<file path="config.mk">
export PLATFORM = sky130hd
export DESIGN_NAME = bcc_regs
export DESIGN_NICKNAME = d
export VERILOG_FILES = /design/src/hw/rtl/bcc_pkg.sv /design/src/hw/rtl/bcc_regs.sv
export SDC_FILE = /design/constraint.sdc
export NUM_CORES = 1
export LEC_CHECK = 0
export ABC_AREA = 1
export BUFFER_PORTS_ARGS = -buffer_cell sky130_fd_sc_hd__buf_2
export CORE_ASPECT_RATIO = 1.25
export CORE_UTILIZATION = 47
export DETAILED_ROUTE_END_ITERATION = 12
export PLACE_DENSITY_LB_ADDON = 0.1
export SKIP_CTS_REPAIR_TIMING = 1
export SYNTH_ARGS = -nofsm -noshare
export SYNTH_HDL_FRONTEND = slang
export SYNTH_SLANG_ARGS = --single-unit
</file>
<file path="constraint.sdc">
create_clock -name clk -period 1.7 [get_ports clk]
set_input_delay 0.425 -clock clk [delete_from_list [all_inputs] [get_ports clk]]
set_output_delay 0.425 -clock clk [all_outputs]
set_load 0.01 [all_outputs]
</file>
<file path="src/hw/rtl/bcc_pkg.sv">
// ----------------------------------------------------------------------------
// bcc_pkg
// shared types, constants and register map of the boiling and
// condensation cell update
// ----------------------------------------------------------------------------
package bcc_pkg;

  localparam int W      = 32;   // cell field width
  localparam int HW     = 48;   // enthalpy width, q32.16
  localparam int DW     = 68;   // divisor width, enthalpy * 10 * 2^16
  localparam int NW     = 96;   // dividend width
  localparam int QW     = 32;   // quotient bits, one per divider stage
  localparam int CFG_AW = 6;
  localparam int CFG_DW = 64;

  // register map, 8 bytes per register
  localparam logic [2:0] REG_BOIL_TEMP      = 3'd0;
  localparam logic [2:0] REG_FILM_BOIL_TEMP = 3'd1;
  localparam logic [2:0] REG_FILM_COEFF     = 3'd2;
  localparam logic [2:0] REG_WET_COEFF      = 3'd3;
  localparam logic [2:0] REG_TIME_STEP      = 3'd4;
  localparam logic [2:0] REG_VAP_HEAT       = 3'd5;
  localparam logic [2:0] REG_COND_HEAT      = 3'd6;

  localparam logic [W-1:0]  RST_BOIL_TEMP      = 32'd24473190;
  localparam logic [W-1:0]  RST_FILM_BOIL_TEMP = 32'd30146560;
  localparam logic [W-1:0]  RST_FILM_COEFF     = 32'd65536;
  localparam logic [W-1:0]  RST_WET_COEFF      = 32'd65536;
  localparam logic [W-1:0]  RST_TIME_STEP      = 32'd655;
  localparam logic [HW-1:0] RST_VAP_HEAT       = 48'd65536;
  localparam logic [HW-1:0] RST_COND_HEAT      = 48'd65536;

  localparam logic [W-1:0]  TEMP_MIN      = 32'd65536;  // one kelvin
  localparam logic [W-1:0]  CP_MIN        = 32'd65536;  // heat capacity one
  localparam logic [HW-1:0] HEAT_FLOOR    = 48'd66;     // 0.001
  localparam logic [W-1:0]  DENS_MIN_ABS  = 32'd66;     // 0.001
  localparam logic [W-1:0]  DENS_MIN_EVAP = 32'd7;      // 0.0001
  localparam logic [63:0]   CAP_FLOOR     = 64'd4294967; // 0.001 in q32.32

  // reciprocals rounded down, one correction step follows
  localparam logic [W-1:0] RECIP_100 = 32'd1374389534;  // 2^37 / 100
  localparam logic [W-1:0] RECIP_10  = 32'd3435973836;  // 2^35 / 10

  typedef struct packed {
    logic [W-1:0]  boil_temp;
    logic [W-1:0]  film_boil_temp;
    logic [W-1:0]  film_coeff;
    logic [W-1:0]  wet_coeff;
    logic [W-1:0]  time_step;
    logic [HW-1:0] vaporization_heat;
    logic [HW-1:0] condensation_heat;
  } cfg_t;

  // side data that travels through a divider
  typedef struct packed {
    logic [W-1:0]  temp;
    logic [W-1:0]  rho;
    logic [W-1:0]  vapor;
    logic [W-1:0]  aux;    // heat capacity, later the moved mass
    logic [W-1:0]  limit;  // quotient ceiling
    logic [HW-1:0] heat;   // floored enthalpy of the active branch
    logic          boil;
    logic          cond;
    logic          film;
  } ctx_t;

endpackage

</file>
<file path="src/hw/rtl/bcc_regs.sv">
// ----------------------------------------------------------------------------
// bcc_regs
// apb configuration registers
// ----------------------------------------------------------------------------
module bcc_regs (
  input  logic                       clk,
  input  logic                       rst,
  input  logic                       psel,
  input  logic                       penable,
  input  logic                       pwrite,
  input  logic [bcc_pkg::CFG_AW-1:0] paddr,
  input  logic [bcc_pkg::CFG_DW-1:0] pwdata,
  output logic [bcc_pkg::CFG_DW-1:0] prdata,
  output logic                       pready,
  output bcc_pkg::cfg_t              cfg
);
  import bcc_pkg::*;

  logic       wr;
  logic [2:0] idx;

  assign pready = 1'b1;
  assign wr     = psel & penable & pwrite;
  assign idx    = paddr[CFG_AW-1:3];

  always_ff @(posedge clk) begin
    if (rst) begin
      cfg.boil_temp         <= RST_BOIL_TEMP;
      cfg.film_boil_temp    <= RST_FILM_BOIL_TEMP;
      cfg.film_coeff        <= RST_FILM_COEFF;
      cfg.wet_coeff         <= RST_WET_COEFF;
      cfg.time_step         <= RST_TIME_STEP;
      cfg.vaporization_heat <= RST_VAP_HEAT;
      cfg.condensation_heat <= RST_COND_HEAT;
    end else if (wr) begin
      case (idx)
        REG_BOIL_TEMP:      cfg.boil_temp         <= pwdata[W-1:0];
        REG_FILM_BOIL_TEMP: cfg.film_boil_temp    <= pwdata[W-1:0];
        REG_FILM_COEFF:     cfg.film_coeff        <= pwdata[W-1:0];
        REG_WET_COEFF:      cfg.wet_coeff         <= pwdata[W-1:0];
        REG_TIME_STEP:      cfg.time_step         <= pwdata[W-1:0];
        REG_VAP_HEAT:       cfg.vaporization_heat <= pwdata[HW-1:0];
        REG_COND_HEAT:      cfg.condensation_heat <= pwdata[HW-1:0];
        default: ;
      endcase
    end
  end

  always_comb begin
    case (idx)
      REG_BOIL_TEMP:      prdata = CFG_DW'(cfg.boil_temp);
      REG_FILM_BOIL_TEMP: prdata = CFG_DW'(cfg.film_boil_temp);
      REG_FILM_COEFF:     prdata = CFG_DW'(cfg.film_coeff);
      REG_WET_COEFF:      prdata = CFG_DW'(cfg.wet_coeff);
      REG_TIME_STEP:      prdata = CFG_DW'(cfg.time_step);
      REG_VAP_HEAT:       prdata = CFG_DW'(cfg.vaporization_heat);
      REG_COND_HEAT:      prdata = CFG_DW'(cfg.condensation_heat);
      default:            prdata = '0;
    endcase
  end
endmodule

</file>
==> results.txt <==
Status - finished with violations
Failing checks - setup timing
ANT nets after route - 0
CP endpoint kind - output pin
WP data required - 1.27 ns
DR pass1 iterations - 7
DR DRC count - 0
Post-Route WL - 48400 um
Largest family of logic cells by synthesized area - simple AND/OR/NAND/NOR gates
Antenna violations before repair - 1
Max Freq - 0.491 GHz
Vias - 14.1k
Gate Count Post-Synth - 1988
Final worst slack - -0.338 ns
Number of DRC markers in iteration 0 - 903
Final Power - 14200 uW
Tightest Hold Check Type - input port to flip-flop
Place WS - -0.362 ns
Slew Viols, Final - 0
Biggest regs - cfg: 256 flops
Core area - 26100 sq um
Crit path max-delay family - buffers and inverters
GR Overflow Total - 0
Count of final hold-check violations - 0
Finished Core Util - 0.641
Register Area - 5120 sq um
Area Growth Syn to Fin - 33.3%
Die height - 185 um
Slowest cell on crit path - nor2_4
Mux contribution to synthesized area - 0
Total of max-cap violations - 0
Min Clock Period, post-route - 2.04 ns
Worst path cell trace - buf_8 > buf_6 > nor2_4 > buf_12 > buf_12 > buf_8 > nand3_1 > nand2_1 > nor2_1 > nand2_1 > buf_2
Worst path max stage delay - 0.20 ns
CP bufs+invs - 6
Max reg flops - 256
Most common cell after layout, fill and taps aside - nand2_1
Die area - 27400 sq um
Setup CP Type - input port to output pin
CP Launch Type - input port
Synth Area in Compound Gates - 0.00958
Nets - 2420
Ys flop type - dfxtp_1
Sequential element share of the synthesized area - 0.409
Number of global-route vias before repair - 12.8k
Chip width - 148 um
Vias/cell - 5.22
Clock Tree Buf Depth - 3
CTS buffer count - 27
Largest net degree at the start of global routing - 74
Final HPWL DP - 34500 um
Initial Utilization - 0.481
Synthesis-stage register bit count - 256
Most frequent cells in the layout - 563 x nand2_1, 533 x nor2_1, 347 x buf_2
PD cells - 849 nW/um^2
Leakage - 0.00838 uW
Layout fillers - 2467
Clock Sinks - 256
RSZ-0062 raised after global routing - true
Htree depth - 1
Number of cell rows - 66
Share of layout cells above drive strength 1 - 0.246
Asr flop ratio synth - 0
Number of synthesized flops with an enable pin - 0
Post-synthesis simple-gate area fraction - 0.476
XOR/XNOR share of the synthesized area - 0
Port buffer count - 359
Top reg by flops - cfg
Synth Cell Area - 12500 sq um
Period utilisation layout - 1.20
Library cells used by synthesis - 21
Avg Cell Area, Syn - 6.31 sq um
CTS clk-pin slew, worst paths - 0.06 ns
Count of final setup violators - 48
Setup TNS - -13.34 ns
Worst-Skew Late Latency - 0.53 ns
Clk_skew - 0 ns
Final Wtd Congestion - 0.912
I/O Pins - 396
CTS tree - yes
Largest cells by area after synthesis - dfxtp_1 41%, nand2_1 17%, nor2_1 16%
Post-Synth Adder-Cell Area - 0
First-pass GRT wire length - 70800 um
Tot GR Track Use - 0.337
Yosys top cell area share - 0.409
Synth area leader - dfxtp_1
Max VDD drop - 0.000709 V
Worst path arrival time - 1.61 ns
Routed len/inst - 17.9 um
Root Driver - clkbuf_16
Multi-input combinational cell area - 6340 sq um
Crit path max fanout - 4
Number of synthesis warnings - 0
-- per-layer routing --
metal,global-route usage,wire (um),up-vias
met5,0,0,-
met4,0.246,3430,0
met3,0.0604,3460,150
met2,0.611,24500,619
met1,0.346,17000,6451
li1,-,-,6897
-- tightest hold or removal path, delay by kind of cell --
kind	cells	cell delay, ns
buffers and inverters	1	0.09
and+or+nand+nor	2	0.11
-- power breakdown --
part | internal (uW) | total, uW | switching, uW
Combinational | 582 | 1570 | 990
Clock | 4000 | 6470 | 2470
Sequential | 6080 | 6150 | 71.7
-- final cells by class --
cell class	count	share of cell area
well taps	340	0.0254
repair buffers	472	0.204
flip-flops and latches	256	0.307
clock buffers	37	0.0451
inverters	117	0.0269
diodes	1	0.000150
clock inverters	12	0.0126
multi-input cells	1471	0.379
-- metrics by stage --
stage / hold slack [ns] / std cells / area (sq um)
2_1_floorplan: 0.502 / 2003 / 12600
3_3_place_gp: 0.460 / 2647 / 15200
3_5_place_dp: 0.470 / 2647 / 15200
4_1_cts: 0.108 / 2696 / 16200
5_1_grt: 0.135 / 2705 / 16700
6_report: 0.128 / 2706 / 16700
-- synth_stat cells, types with 3 or more instances --
master	number
nor2_4	6
o21ai_0	4
dfxtp_1	256
nand2_1	575
inv_2	3
buf_4	56
clkbuf_1	44
nor2_1	550
nor2_2	5
nand4_1	96
buf_1	10
o22ai_1	16
nand3_1	197
buf_2	47
inv_1	113
-- path summary, 6_finish.rpt --
kind / from / endpoint / slack [ns] / cells past startpoint
worst min-delay path: pwdata[20] / cfg[244]$_SDFFE_PP1P_ / 0.13 / 3
worst max register to register: cfg[31]$_SDFFE_PP0P_ / cfg[31]$_SDFFE_PP0P_ / 1.03 / 2
worst min register to register: cfg[229]$_SDFFE_PP1P_ / cfg[229]$_SDFFE_PP1P_ / 0.49 / 2
worst max-delay path: paddr[3] / prdata[18] / -0.34 / 11
-- cells by family (layout without fill, tap and decap cells) --
group,Yosys count,in the layout
other cells,2,18
simple gates,1434,1434
compound gates,20,20
buf+inv,276,638
flops,256,256
Power figures use the tool's default switching activity.
